[src/sv/iosra_pkg.sv]
// ----------------------------------------------------------------------------
// I/O status aggregator package
// Beat types, the decoded item that travels from the front to the back end,
// and the constants of the status frame.
// ----------------------------------------------------------------------------
package iosra_pkg;

  // Default sizes handed to the top level.
  localparam int TIME_BITS_DEF    = 32;
  localparam int COUNTER_BITS_DEF = 16;

  // Rate-limited input channels: four shared channels and two digital ones.
  localparam int NUM_CH      = 6;
  localparam int NUM_AIN     = 4;
  localparam int FRAME_LEN   = 25;
  localparam int QUEUE_DEPTH = 2;
  localparam int IV_BITS     = 32;

  // Pin selector ranges.
  localparam logic [4:0] PIN_DO_LAST = 5'd3;
  localparam logic [4:0] PIN_AO      = 5'd4;
  localparam logic [4:0] PIN_DI_BASE = 5'd5;
  localparam logic [4:0] PIN_DI_LAST = 5'd10;
  localparam logic [4:0] PIN_AV_BASE = 5'd11;
  localparam logic [4:0] PIN_AV_LAST = 5'd14;
  localparam logic [4:0] PIN_AI_BASE = 5'd15;
  localparam logic [4:0] PIN_AI_LAST = 5'd18;

  // Value and mode constants.
  localparam logic [15:0] HIGH_MILLI   = 16'd1000;
  localparam logic [15:0] ANALOG_RESET = 16'hffff;
  localparam logic [7:0]  MODE_DI_MASK = 8'b10000000;
  localparam logic [7:0]  MODE_AI_MASK = 8'b01000000;

  // Operation classes found by the front end.
  typedef enum logic [2:0] {
    OP_READ,
    OP_DOUT,
    OP_AOUT,
    OP_DIN,
    OP_AV,
    OP_AI,
    OP_NONE
  } op_t;

  // Input beat.
  typedef struct packed {
    logic        command;
    logic [4:0]  pin_select;
    logic [15:0] value_milli;
    logic [31:0] now_ms;
  } in_beat_t;

  // Result beat.
  typedef struct packed {
    logic [7:0] frame_byte;
    logic       last_byte;
    logic       updates_pending;
    logic       accepted;
  } out_beat_t;

  // Decoded item held in the queue.
  typedef struct packed {
    op_t         op;
    logic [2:0]  ch;
    logic        high;
    logic [15:0] value;
    logic [31:0] now_ms;
  } item_t;

  // Queue head as seen by the back end.
  typedef struct packed {
    logic  valid;
    item_t item;
  } head_t;

endpackage

[src/sv/iosra_front.sv]
// ----------------------------------------------------------------------------
// I/O status aggregator front end
// Classifies each input beat by command and pin selector and places the
// decoded item in a two-entry queue toward the back end.
// ----------------------------------------------------------------------------
module iosra_front
  import iosra_pkg::*;
(
  input  logic     clk,
  input  logic     rst_n,
  input  logic     in_valid,
  output logic     in_stall,
  input  in_beat_t in_data,
  output head_t    head,
  input  logic     pop
);

  localparam int PTR_W = $clog2(QUEUE_DEPTH);
  localparam int CNT_W = $clog2(QUEUE_DEPTH + 1);

  item_t            dec;
  item_t            q_r [QUEUE_DEPTH];
  logic [PTR_W-1:0] wr_ptr_r;
  logic [PTR_W-1:0] rd_ptr_r;
  logic [CNT_W-1:0] count_r;
  logic             push;

  // Decode the beat into an operation class and a channel number.
  always_comb begin
    dec.op     = OP_NONE;
    dec.ch     = 3'd0;
    dec.high   = (in_data.value_milli == HIGH_MILLI);
    dec.value  = in_data.value_milli;
    dec.now_ms = in_data.now_ms;
    priority if (in_data.command) begin
      dec.op = OP_READ;
    end else if (in_data.pin_select <= PIN_DO_LAST) begin
      dec.op = OP_DOUT;
      dec.ch = in_data.pin_select[2:0];
    end else if (in_data.pin_select == PIN_AO) begin
      dec.op = OP_AOUT;
    end else if (in_data.pin_select <= PIN_DI_LAST) begin
      dec.op = OP_DIN;
      dec.ch = 3'(in_data.pin_select - PIN_DI_BASE);
    end else if (in_data.pin_select <= PIN_AV_LAST) begin
      dec.op = OP_AV;
      dec.ch = 3'(in_data.pin_select - PIN_AV_BASE);
    end else if (in_data.pin_select <= PIN_AI_LAST) begin
      dec.op = OP_AI;
      dec.ch = 3'(in_data.pin_select - PIN_AI_BASE);
    end else begin
      dec.op = OP_NONE;
    end
  end

  // The queue refuses beats only when both entries are occupied.
  assign in_stall = (count_r == CNT_W'(QUEUE_DEPTH));
  assign push     = in_valid && !in_stall;

  // Queue storage.
  always_ff @(posedge clk) begin
    if (push) begin
      q_r[wr_ptr_r] <= dec;
    end
  end

  // Queue pointers and fill count.
  always_ff @(posedge clk) begin
    if (!rst_n) begin
      wr_ptr_r <= '0;
      rd_ptr_r <= '0;
      count_r  <= '0;
    end else begin
      if (push) begin
        wr_ptr_r <= wr_ptr_r + 1'b1;
      end
      if (pop) begin
        rd_ptr_r <= rd_ptr_r + 1'b1;
      end
      if (push && !pop) begin
        count_r <= count_r + 1'b1;
      end else if (pop && !push) begin
        count_r <= count_r - 1'b1;
      end
    end
  end

  assign head.valid = (count_r != '0);
  assign head.item  = q_r[rd_ptr_r];

endmodule

[src/sv/iosra_back.sv]
// ----------------------------------------------------------------------------
// I/O status aggregator back end
// Holds the status image, applies rate limits and updates for events, and
// streams the 25-byte status frame for read commands through the output
// register.
// ----------------------------------------------------------------------------
module iosra_back
  import iosra_pkg::*;
#(
  parameter int TIME_BITS    = TIME_BITS_DEF,
  parameter int COUNTER_BITS = COUNTER_BITS_DEF
) (
  input  logic                            clk,
  input  logic                            rst_n,
  input  head_t                           head,
  output logic                            pop,
  input  logic [NUM_CH-1:0][IV_BITS-1:0]  min_iv,
  output logic                            out_valid,
  input  logic                            out_stall,
  output out_beat_t                       out_data
);

  localparam int CMP_W  = (TIME_BITS > IV_BITS) ? TIME_BITS : IV_BITS;
  localparam int FIDX_W = $clog2(FRAME_LEN);

  // Status image.
  logic [7:0]              mode_r;
  logic [3:0]              out_lvl_r;
  logic [15:0]             ao_r;
  logic [NUM_CH-1:0]       in_lvl_r;
  logic [15:0]             ai_r   [NUM_AIN];
  logic [COUNTER_BITS-1:0] cnt_r  [NUM_CH];
  logic [NUM_CH-1:0]       never_r;
  logic [TIME_BITS-1:0]    last_r [NUM_CH];
  logic                    changed_r;
  logic [FIDX_W-1:0]       fidx_r;

  // Output register.
  logic      out_valid_r;
  out_beat_t out_data_r;

  item_t                   it;
  logic                    go;
  logic                    is_read;
  logic                    is_input;
  logic                    last_fbyte;
  logic [TIME_BITS-1:0]    now_tb;
  logic [TIME_BITS-1:0]    diff;
  logic                    pass;
  logic                    take;
  logic                    acc;
  logic                    changed_nxt;
  logic [FRAME_LEN-1:0][7:0] frame_img;

  assign it         = head.item;
  assign go         = head.valid && (!out_valid_r || !out_stall);
  assign is_read    = (it.op == OP_READ);
  assign is_input   = (it.op == OP_DIN) || (it.op == OP_AV) || (it.op == OP_AI);
  assign last_fbyte = (fidx_r == FIDX_W'(FRAME_LEN - 1));
  assign pop        = go && (!is_read || last_fbyte);

  // Rate limit: first event of the channel, or wrapping age at least the interval.
  assign now_tb = TIME_BITS'(it.now_ms);
  assign diff   = now_tb - last_r[it.ch];
  assign pass   = never_r[it.ch] || (CMP_W'(diff) >= CMP_W'(min_iv[it.ch]));
  assign take   = is_input && pass;

  // Output and analog output events always pass.
  assign acc         = (it.op == OP_DOUT) || (it.op == OP_AOUT) || take;
  assign changed_nxt = changed_r || acc;

  // Status frame image in transmit order.
  always_comb begin
    frame_img[0] = mode_r;
    frame_img[1] = {4'd0, out_lvl_r};
    frame_img[2] = ao_r[15:8];
    frame_img[3] = ao_r[7:0];
    frame_img[4] = {2'd0, in_lvl_r};
    for (int i = 0; i < NUM_AIN; i++) begin
      frame_img[5 + 2 * i] = ai_r[i][15:8];
      frame_img[6 + 2 * i] = ai_r[i][7:0];
    end
    for (int i = 0; i < NUM_CH; i++) begin
      frame_img[13 + 2 * i] = 8'(16'(cnt_r[i]) >> 8);
      frame_img[14 + 2 * i] = 8'(16'(cnt_r[i]));
    end
  end

  // Image updates for events; a read only clears the updates flag.
  always_ff @(posedge clk) begin
    if (!rst_n) begin
      mode_r    <= '0;
      out_lvl_r <= '0;
      ao_r      <= ANALOG_RESET;
      in_lvl_r  <= '0;
      never_r   <= '1;
      changed_r <= 1'b1;
      for (int i = 0; i < NUM_AIN; i++) begin
        ai_r[i] <= ANALOG_RESET;
      end
      for (int i = 0; i < NUM_CH; i++) begin
        last_r[i] <= '0;
      end
    end else if (go) begin
      if (is_read) begin
        changed_r <= 1'b0;
      end else begin
        changed_r <= changed_nxt;
        unique case (it.op)
          OP_DOUT: out_lvl_r[2'd3 - it.ch[1:0]] <= it.high;
          OP_AOUT: ao_r <= it.value;
          OP_DIN: begin
            if (it.ch < 3'(NUM_AIN)) begin
              mode_r <= mode_r | (MODE_DI_MASK >> {it.ch[1:0], 1'b0});
            end
            if (take) begin
              in_lvl_r[3'(NUM_CH - 1) - it.ch] <= it.high;
            end
          end
          OP_AV: begin
            if (take) begin
              ai_r[it.ch[1:0]] <= it.value;
            end
          end
          OP_AI: begin
            mode_r <= mode_r | (MODE_AI_MASK >> {it.ch[1:0], 1'b0});
            if (take) begin
              ai_r[it.ch[1:0]] <= it.value;
            end
          end
          default: ;
        endcase
        if (take) begin
          never_r[it.ch] <= 1'b0;
          last_r[it.ch]  <= now_tb;
        end
      end
    end
  end

  // High-level event counters, one incrementer per lane.
  always_ff @(posedge clk) begin
    for (int i = 0; i < NUM_CH; i++) begin
      if (!rst_n) begin
        cnt_r[i] <= '0;
      end else if (go && (it.op == OP_DIN) && take && it.high && (it.ch == 3'(i))) begin
        cnt_r[i] <= cnt_r[i] + 1'b1;
      end
    end
  end

  // Frame byte position; returns to zero after the final byte.
  always_ff @(posedge clk) begin
    if (!rst_n) begin
      fidx_r <= '0;
    end else if (go && is_read) begin
      fidx_r <= last_fbyte ? '0 : fidx_r + 1'b1;
    end
  end

  // Output register: loads on every step, holds while stalled.
  always_ff @(posedge clk) begin
    if (!rst_n) begin
      out_valid_r <= 1'b0;
    end else if (go) begin
      out_valid_r <= 1'b1;
    end else if (!out_stall) begin
      out_valid_r <= 1'b0;
    end
  end

  always_ff @(posedge clk) begin
    if (go) begin
      if (is_read) begin
        out_data_r.frame_byte      <= frame_img[fidx_r];
        out_data_r.last_byte       <= last_fbyte;
        out_data_r.updates_pending <= 1'b0;
        out_data_r.accepted        <= 1'b0;
      end else begin
        out_data_r.frame_byte      <= 8'd0;
        out_data_r.last_byte       <= 1'b1;
        out_data_r.updates_pending <= changed_nxt;
        out_data_r.accepted        <= acc;
      end
    end
  end

  assign out_valid = out_valid_r;
  assign out_data  = out_data_r;

endmodule

[src/sv/io_status_rate_limited_aggregator.sv]
// ----------------------------------------------------------------------------
// I/O status rate-limited aggregator
// Keeps the status image of an I/O module, updates it from pin events under
// per-channel rate limits and sends the 25-byte status frame on request.
//
//   Channel  Direction  Handshake           Beat
//   in_      input      in_valid/in_stall   in_beat_t: command, pin, value, time
//   out_     output     out_valid/out_stall out_beat_t: one result per beat
//   cfg_     input      cfg_we              minimum interval of one channel
//
// A pin event is one back-end update step and gives one result beat; a frame
// read sends its 25 bytes, one per cycle from the output register while out_stall
// is low. The back end's single update step per cycle sets this rate. An input
// beat is registered in the queue, then in the output register, before its
// first result. Reset is synchronous and needs no clearing pass. Input and output
// stall separately: the two-entry queue keeps taking beats while a result waits.
// ----------------------------------------------------------------------------
module io_status_rate_limited_aggregator
  import iosra_pkg::*;
#(
  parameter int TIME_BITS    = TIME_BITS_DEF,
  parameter int COUNTER_BITS = COUNTER_BITS_DEF
) (
  input  logic               clk,
  input  logic               rst_n,
  input  logic               in_valid,
  output logic               in_stall,
  input  in_beat_t           in_data,
  output logic               out_valid,
  input  logic               out_stall,
  output out_beat_t          out_data,
  input  logic               cfg_we,
  input  logic [2:0]         cfg_index,
  input  logic [IV_BITS-1:0] cfg_data
);

  logic [NUM_CH-1:0][IV_BITS-1:0] min_iv_r;
  head_t                          head;
  logic                           pop;

  // Minimum interval registers; indexes past the list are ignored.
  always_ff @(posedge clk) begin
    if (!rst_n) begin
      min_iv_r <= '0;
    end else if (cfg_we && (cfg_index < 3'(NUM_CH))) begin
      min_iv_r[cfg_index] <= cfg_data;
    end
  end

  iosra_front u_front (
    .clk      (clk),
    .rst_n    (rst_n),
    .in_valid (in_valid),
    .in_stall (in_stall),
    .in_data  (in_data),
    .head     (head),
    .pop      (pop)
  );

  iosra_back #(
    .TIME_BITS    (TIME_BITS),
    .COUNTER_BITS (COUNTER_BITS)
  ) u_back (
    .clk       (clk),
    .rst_n     (rst_n),
    .head      (head),
    .pop       (pop),
    .min_iv    (min_iv_r),
    .out_valid (out_valid),
    .out_stall (out_stall),
    .out_data  (out_data)
  );

endmodule

[config.mk]
export PLATFORM = sky130hd
export DESIGN_NAME = io_status_rate_limited_aggregator
export DESIGN_NICKNAME = d
export VERILOG_FILES = /design/src/sv/iosra_pkg.sv /design/src/sv/iosra_front.sv /design/src/sv/iosra_back.sv /design/src/sv/io_status_rate_limited_aggregator.sv
export SDC_FILE = /design/constraint.sdc
export NUM_CORES = 1
export LEC_CHECK = 0
export ABC_AREA = 1
export BUFFER_PORTS_ARGS = -buffer_cell sky130_fd_sc_hd__buf_4
export CAP_MARGIN = 20
export CORE_ASPECT_RATIO = 0.7
export CORE_MARGIN = 1
export CORE_UTILIZATION = 35
export CTS_CLUSTER_DIAMETER = 30
export CTS_CLUSTER_SIZE = 25
export DETAILED_ROUTE_END_ITERATION = 6
export PLACE_DENSITY_LB_ADDON = 0.15
export SYNTH_ARGS = -nofsm -noshare
export SYNTH_HDL_FRONTEND = slang
export SYNTH_SLANG_ARGS = --single-unit
export TNS_END_PERCENT = 1
[constraint.sdc]
create_clock -name clk -period 10.5 [get_ports clk]
set_clock_uncertainty 0.05 [all_clocks]
set_input_delay 0.525 -clock clk [delete_from_list [all_inputs] [get_ports clk]]
set_output_delay 0.525 -clock clk [all_outputs]
set_load 0.01 [all_outputs]
==> metrics.md, run 1 <==
| Metric | Value |
|---|---|
| CP most frequent cell | nand2_1 |
| Seq cells post-synth | 781 |
| DR vias | 28.5k |
| # rows | 98 |
| Most Used Layer, Global Route | met1 |
| Routed len/inst | 20.6 um |
| Synth area leaders | edfxtp_1 (44%), dfxtp_1 (13%), nor2_1 (6.3%) |
| Detailed placement HPWL | 72.1 mm |
| Post-synth EDFFs | 537 |
| Max Fclk | 128 MHz |
| Worst skew pair latency | 0.75 ns |
| Slew @ Worst Pin | 1.09 ns |
| Clock period minus final worst setup slack | 7.80 ns |
| Rel. slew slack | 27.2% |
| Min-delay worst type | in2reg |
| Clk slew on worst S/H paths | 0.05 ns |
| Area grow syn2layout | 23.0% |
| Total grt overflow | 0 |
| Nets | 4183 |
| Max clock buf depth | 3 |
| Critical Path Fanout Max | 59 |
| GR Util All Layers | 21.3% |
| DRC violations left | 0 |
| Worst path bufs/invs | 4 |
| Die Y | 272 um |
| Syn avg cell area | 9.57 sq um |
| Dominant synthesized flop cell | edfxtp_1 |
| Routed wire length | 113 mm |
| Starting Density | 35.5% |
| Die width | 388 um |
| Synth warnings | 0 |
| FF-to-FF path depth | 32 |
| Setup bufs post-CTS | 0 |
| Synth Area in XOR/XNOR | 2.64% |
| Setup TNS | 0 ns |
| DR iter-0 viols | 2848 |
| Max-cap violations | 0 |
| Initial antenna violation count | 5 |
| Number of global-route vias before repair | 26.8k |
| Status | completed |
| Power density cells | 284 mW/mm^2 |
| CTS Buf Count | 150 |
| Synthesized area | 0.0365 sq mm |
| Clock sinks | 781 |
| First-pass GRT wire length | 172 mm |
| Synth Instances | 3812 |
| Post-route ant nets | 0 |
| Crit path depth | 32 |
| Commonest non-fill, non-tap cell in the layout | nor2_1 |
| H-tree levels | 4 |
| Post-synthesis adder-cell area fraction | 2.66% |
| Slowest cell delay on critical path | 0.82 ns |
| GR Util met3 | 4.75% |
| Worst R2R End | u_back.last_r[3][15] |
| Post-Synth Simple-Gate Area | 17.3% |
| RSZ-0062 raised after global routing | no |
| Hold slack | 0.0591 ns |
| PortBufs | 106 |
| Core ar. | 0.103 sq mm |
| Crit Path Class | reg2reg |
| CTS Root Buffer Type | clkbuf_16 |
| Worst EP required | 10.85 ns |
| Critical path endpoint category | flop |
| Met2 Usage GRT | 28.8% |
| Main combinational cell family by area after synthesis | simple AND/OR/NAND/NOR gates |
| Final period utilization | 74.3% |
| Unique masters post-synth | 56 |
| Setup violations, final | 0 |
| Final hold viol count | 0 |
| Ports | 107 |
| Layout cells sized above 1 | 13.7% |
| Static Leak | 17.1 nW |
| Yosys top cell area share | 44.2% |
| Crit path launch type | flop |
| Final GP Congestion | 0.888 |
| GR Layer Usage met1 | 33.4% |
| Critical Path Sink | u_back.last_r[3][15] |
| Seq/Total Area, Yosys | 57.6% |
| DRT Pass-1 Iters | 5 |
| Delay-heaviest family, CP | simple AND/OR/NAND/NOR gates |
| Ys async rst share | 0% |
| Die outline area | 0.106 sq mm |
| Reg2Reg Setup Slack | 2.70 ns |
| Slew Viols, Final | 0 |
| Worst path slowest cell | inv_4 |
| Data arrival, critical path | 8.14 ns |
| Most frequent cells in the layout | nor2_1 (610), edfxtp_1 (537), nand2_1 (469), o21ai_0 (381), inv_1 (284) |
| DR vias/cell | 5.18 |
| Mux cell area share after synthesis | 0.494% |
| Maximum vdd drop | 137 uV |
| Synth Net Count | 3983 |
| Compound-Gate Fraction of Synth Area | 13.8% |
| CTS tree | done |
| Largest area contributor in the netlist | edfxtp_1 |
| Largest net degree at the start of global routing | 112 |
## timing repair
item                                   4_1_cts  5_1_grt
hold buffers                                76        0
endpoints found under the hold margin      186        0
gates resized for setup                      0        0
## kinds of logic (layout without fill, tap and decap cells)
group / count (synthesis) / count (layout)
AO/OA/AOI/OAI: 863 / 863
adder cells (fa/ha/maj): 77 / 77
XOR/XNOR: 110 / 110
AND/OR/NAND/NOR: 1456 / 1456
flip-flops: 781 / 781
multiplexers: 18 / 18
buffers and inverters: 507 / 836
other: 0 / 4
## synthesized netlist by cell type (4+ instances only)
| library cell | instances |
|---|---|
| buf_6 | 6 |
| a221oi_1 | 30 |
| a21boi_0 | 5 |
| o21ai_0 | 385 |
| nand3_4 | 5 |
| nor3_2 | 18 |
| inv_1 | 287 |
| ha_1 | 76 |
| xnor2_1 | 22 |
| nor4_1 | 8 |
| a22oi_1 | 85 |
| a31oi_1 | 9 |
| nor3_1 | 79 |
| xor2_1 | 88 |
| nand3_2 | 5 |
| nor3b_1 | 4 |
| mux2i_1 | 18 |
| or2_2 | 33 |
| o21ai_1 | 36 |
| a21oi_1 | 171 |
| buf_2 | 28 |
| inv_2 | 12 |
| clkinv_1 | 4 |
| o21bai_1 | 11 |
| clkbuf_1 | 151 |
| nand3_1 | 117 |
| o211ai_1 | 15 |
| a21o_1 | 8 |
| buf_1 | 17 |
| nand4_1 | 47 |
| a22o_1 | 31 |
| o221ai_1 | 13 |
| o2111ai_1 | 6 |
| nor2_1 | 616 |
| o22ai_1 | 43 |
| dfxtp_1 | 244 |
| edfxtp_1 | 537 |
| nor2_2 | 42 |
| nand2_1 | 471 |
## flip-flops by register name, summed over array words and instances (netlist names), named ones only
signal            count
u_back.out_data      11
u_back.cnt_r         96
u_front.rd_ptr_r      1
u_back.last_r       256
u_back.never_r        6
u_front.q_r         110
u_back.out_valid      1
u_front.wr_ptr_r      1
u_back.changed_r      1
min_iv_r            192
u_back.ai_r          64
u_back.ao_r          16
u_back.mode_r         8
u_back.fidx_r         5
u_front.count_r       2
u_back.out_lvl_r      4
u_back.in_lvl_r       6
## layout make-up
class,instances,area [sq um]
inverter,303,1140
multi-input combinational,2524,13500
tap,1350,1690
sequential,781,21000
antenna,4,10.0
clock inverter,96,1230
fill,9816,57800
timing repair buffer,252,2120
clock buffer,185,4110
## worst min-delay path: stages
cell and delay (ns):
buf_4 0.14, nor2_1 0.06, nor2_1 0.08
## per-stage QoR
stage	worst slack, ns	cell area, sq um	total power [mW]	instances	util (%)
3_3_place_gp	2.79	38700	7.65	5133	37.7
6_report	2.70	44900	12.7	5495	43.7
2_1_floorplan	3.12	36500	6.25	3812	-
3_5_place_dp	2.67	38700	7.66	5134	37.7
5_1_grt	1.97	44800	13.4	5492	43.7
4_1_cts	2.65	44800	12.8	5491	43.7
## routing by layer
| layer | up-vias | part of all wire [%] |
|---|---|---|
| li1 | 13700 | - |
| met1 | 13600 | 51 |
| met2 | 939 | 40 |
| met3 | 151 | 7.5 |
| met4 | 2 | 1.6 |
| met5 | - | 0.011 |
## worst min-delay path by stage
stage                       from                 to  slack (ns)  depth (start not counted)
2_1_floorplan  u_back.never_r[0]  u_back.never_r[0]        0.37                          2
3_5_place_dp   u_back.never_r[0]  u_back.never_r[0]        0.39                          2
5_1_grt             cfg_data[31]      min_iv_r[127]        0.06                          3
6_report            cfg_data[12]       min_iv_r[76]        0.06                          3
3_3_place_gp   u_back.never_r[0]  u_back.never_r[0]        0.38                          2
4_1_cts             cfg_data[12]       min_iv_r[76]        0.01                          3
## where the power goes
group / internal (mW) / switching [mW] / total (mW)
Clock: 3.34 / 1.70 / 5.04
Combinational: 1.20 / 2.78 / 3.99
Sequential: 3.59 / 0.0940 / 3.69
(Power assumes the default switching activity.)
==> run 2, diff against run 1 <==
clock period = 6.3 ns   (was 10.5 ns; I/O delays follow)
==> run 2 against run 1 <==
Effect of this change:
- design area rose by 1.4%
- via count rose by 0.84%
- sequential share of layout area fell by 0.63 points
- register-to-register slack got worse by 2.3 ns
- hold slack barely moved
- sequential cell count did not move
- sequential power rose by 66%
- combinational power rose by 76%
- non-clock buffer count rose by 61
- first-iteration DRC count fell by 8.0%
- routed wire length rose by 2.5%
- core utilization rose by 0.59 points
- critical path type unchanged
- highest routed layer unchanged
==> metrics.md, run 2 (same netlist as run 1, synthesis figures left out) <==
| Metric | Value |
|---|---|
| PortBufs | 106 |
| Placed Instances | 5184 |
| Number of global-route vias before repair | 27.2k |
| DRC violations left | 0 |
| Critical path endpoint category | flop |
| Clk slew on worst S/H paths | 0.05 ns |
| DRT Pass-1 Iters | 5 |
| Sequential share of power | 29.0% |
| Slowest cell delay on critical path | 0.37 ns |
| Setup violations, final | 0 |
| Core ar. | 0.103 sq mm |
| Maximum vdd drop | 234 uV |
| Final hold viol count | 0 |
| Hold slack | 0.0592 ns |
| Number of flip-flops under the largest register name | 256 |
| CTS Buf Count | 151 |
| Top reg by flops | u_back.last_r |
| Crit path launch type | flop |
| Post-route ant nets | 0 |
| Final period utilization | 94.4% |
| Worst path slowest cell | dfxtp_2 |
| Worst skew pair latency | 0.78 ns |
| Fill cells | 9816 |
| Die width | 388 um |
| Crit Path Class | reg2reg |
| Min-delay worst type | in2reg |
| Detailed placement HPWL | 74.3 mm |
| Worst EP required | 6.72 ns |
| Routed len/inst | 20.9 um |
| RSZ-0062 raised after global routing | yes |
| Net Sw Power | 7.87 mW |
| Nets | 4245 |
| Die outline area | 0.106 sq mm |
| Int Power | 13.4 mW |
| Power density cells | 467 mW/mm^2 |
| Layout cells sized above 1 | 14.6% |
| CTS tree | done |
| Dpl cell area | 0.0393 sq mm |
| Slew Viols, Final | 0 |
| DR vias/cell | 5.17 |
| GR Util All Layers | 21.8% |
| Clock sinks | 781 |
| Data arrival, critical path | 6.37 ns |
| Clock period minus final worst setup slack | 5.95 ns |
| Largest net degree at the start of global routing | 212 |
| Clock share of power | 38.0% |
| Switching part of the total | 37.1% |
| Worst path bufs/invs | 5 |
| Routed wire length | 116 mm |
| Starting Density | 35.5% |
| Total grt overflow | 0 |
| Most frequent cells in the layout | nor2_1 (610), edfxtp_1 (537), nand2_1 (469), o21ai_0 (376), inv_1 (283) |
| Combinational share of power | 33.0% |
| DR iter-0 viols | 2621 |
| Delay-heaviest family, CP | simple AND/OR/NAND/NOR gates |
| Pwr Total | 21.2 mW |
| Ports | 107 |
| Non-Filler Instances | 5554 |
| H-tree levels | 4 |
| Max-cap violations | 0 |
| Status | completed |
| First-pass GRT wire length | 175 mm |
| Critical Path Fanout Max | 68 |
| Initial antenna violation count | 2 |
| Static Leak | 17.4 nW |
| Final Instance Area | 0.0455 sq mm |
| Max Fclk | 168 MHz |
| DR vias | 28.7k |
| Biggest regs | u_back.last_r: 256 flops, min_iv_r: 192 flops, u_front.q_r: 110 flops |
| Die Y | 272 um |
| # rows | 98 |
| Area grow syn2layout | 24.6% |
| CTS Root Buffer Type | clkbuf_16 |
| Rel. slew slack | 32.1% |
| Setup TNS | 0 ns |
| Max clock buf depth | 3 |
| Slew @ Worst Pin | 1.01 ns |
| Final GP Congestion | 0.889 |
| Commonest non-fill, non-tap cell in the layout | nor2_1 |
run 2: cell type report:
| cell class | instances | area [sq um] | area share (%) |
|---|---|---|---|
| Sequential cell | 781 | 21000 | 46.2 |
| Timing Repair Buffer | 313 | 2830 | 6.23 |
| Antenna cell | 2 | 5.00 | 0.0110 |
| Clock buffer | 182 | 4000 | 8.79 |
| Multi-Input combinational cell | 2524 | 13600 | 29.8 |
| Clock inverter | 99 | 1210 | 2.66 |
| Tap cell | 1350 | 1690 | 3.72 |
| Inverter | 303 | 1150 | 2.52 |
run 2: tightest hold or removal path, cell delays in order:
cell and delay [ns]:
buf_4 0.11, nand3_1 0.11, inv_1 0.09, nor4_1 0.07
run 2: what timing repair did:
item	4_1_cts	5_1_grt
buffers inserted	0	1
endpoints found under the setup margin	0	394
hold endpoints to repair	317	0
resized for setup	0	13
hold buffers	86	0
run 2: through the flow:
stage          util, %  worst slack, ns
3_5_place_dp      38.3            0.305
3_3_place_gp      38.3            0.294
6_report          44.3            0.354
2_1_floorplan        -           -0.137
5_1_grt           44.3          -0.0314
4_1_cts           44.2            0.237
run 2: power groups by stage:
stage	Clock, mW	Sequential [mW]	Combinational [mW]
after global routing	8.44	6.18	7.72
after CTS	8.19	6.14	6.94
after global placement	0	6.23	6.86
final	8.07	6.14	7.01
after floorplan	0	6.22	4.20
after detailed placement	0	6.24	6.86
run 2: final timing paths:
path / cells past startpoint / from / end / slack (ns)
hold / removal: 4 / in_data[50] / u_front.q_r[1][51] / 0.06
setup / recovery: 30 / flop / u_back.last_r[5][5] / 0.35
hold reg to reg: 2 / min_iv_r[103] / min_iv_r[103] / 0.40
setup reg to reg: 30 / flop / u_back.last_r[5][5] / 0.35
run 2: metal layers:
metal | global-route usage (%) | wire length, um
met1 | 34.3 | 58800
met2 | 29.3 | 46100
met3 | 5.09 | 9330
met4 | 5.71 | 1800
met5 | 0 | 23
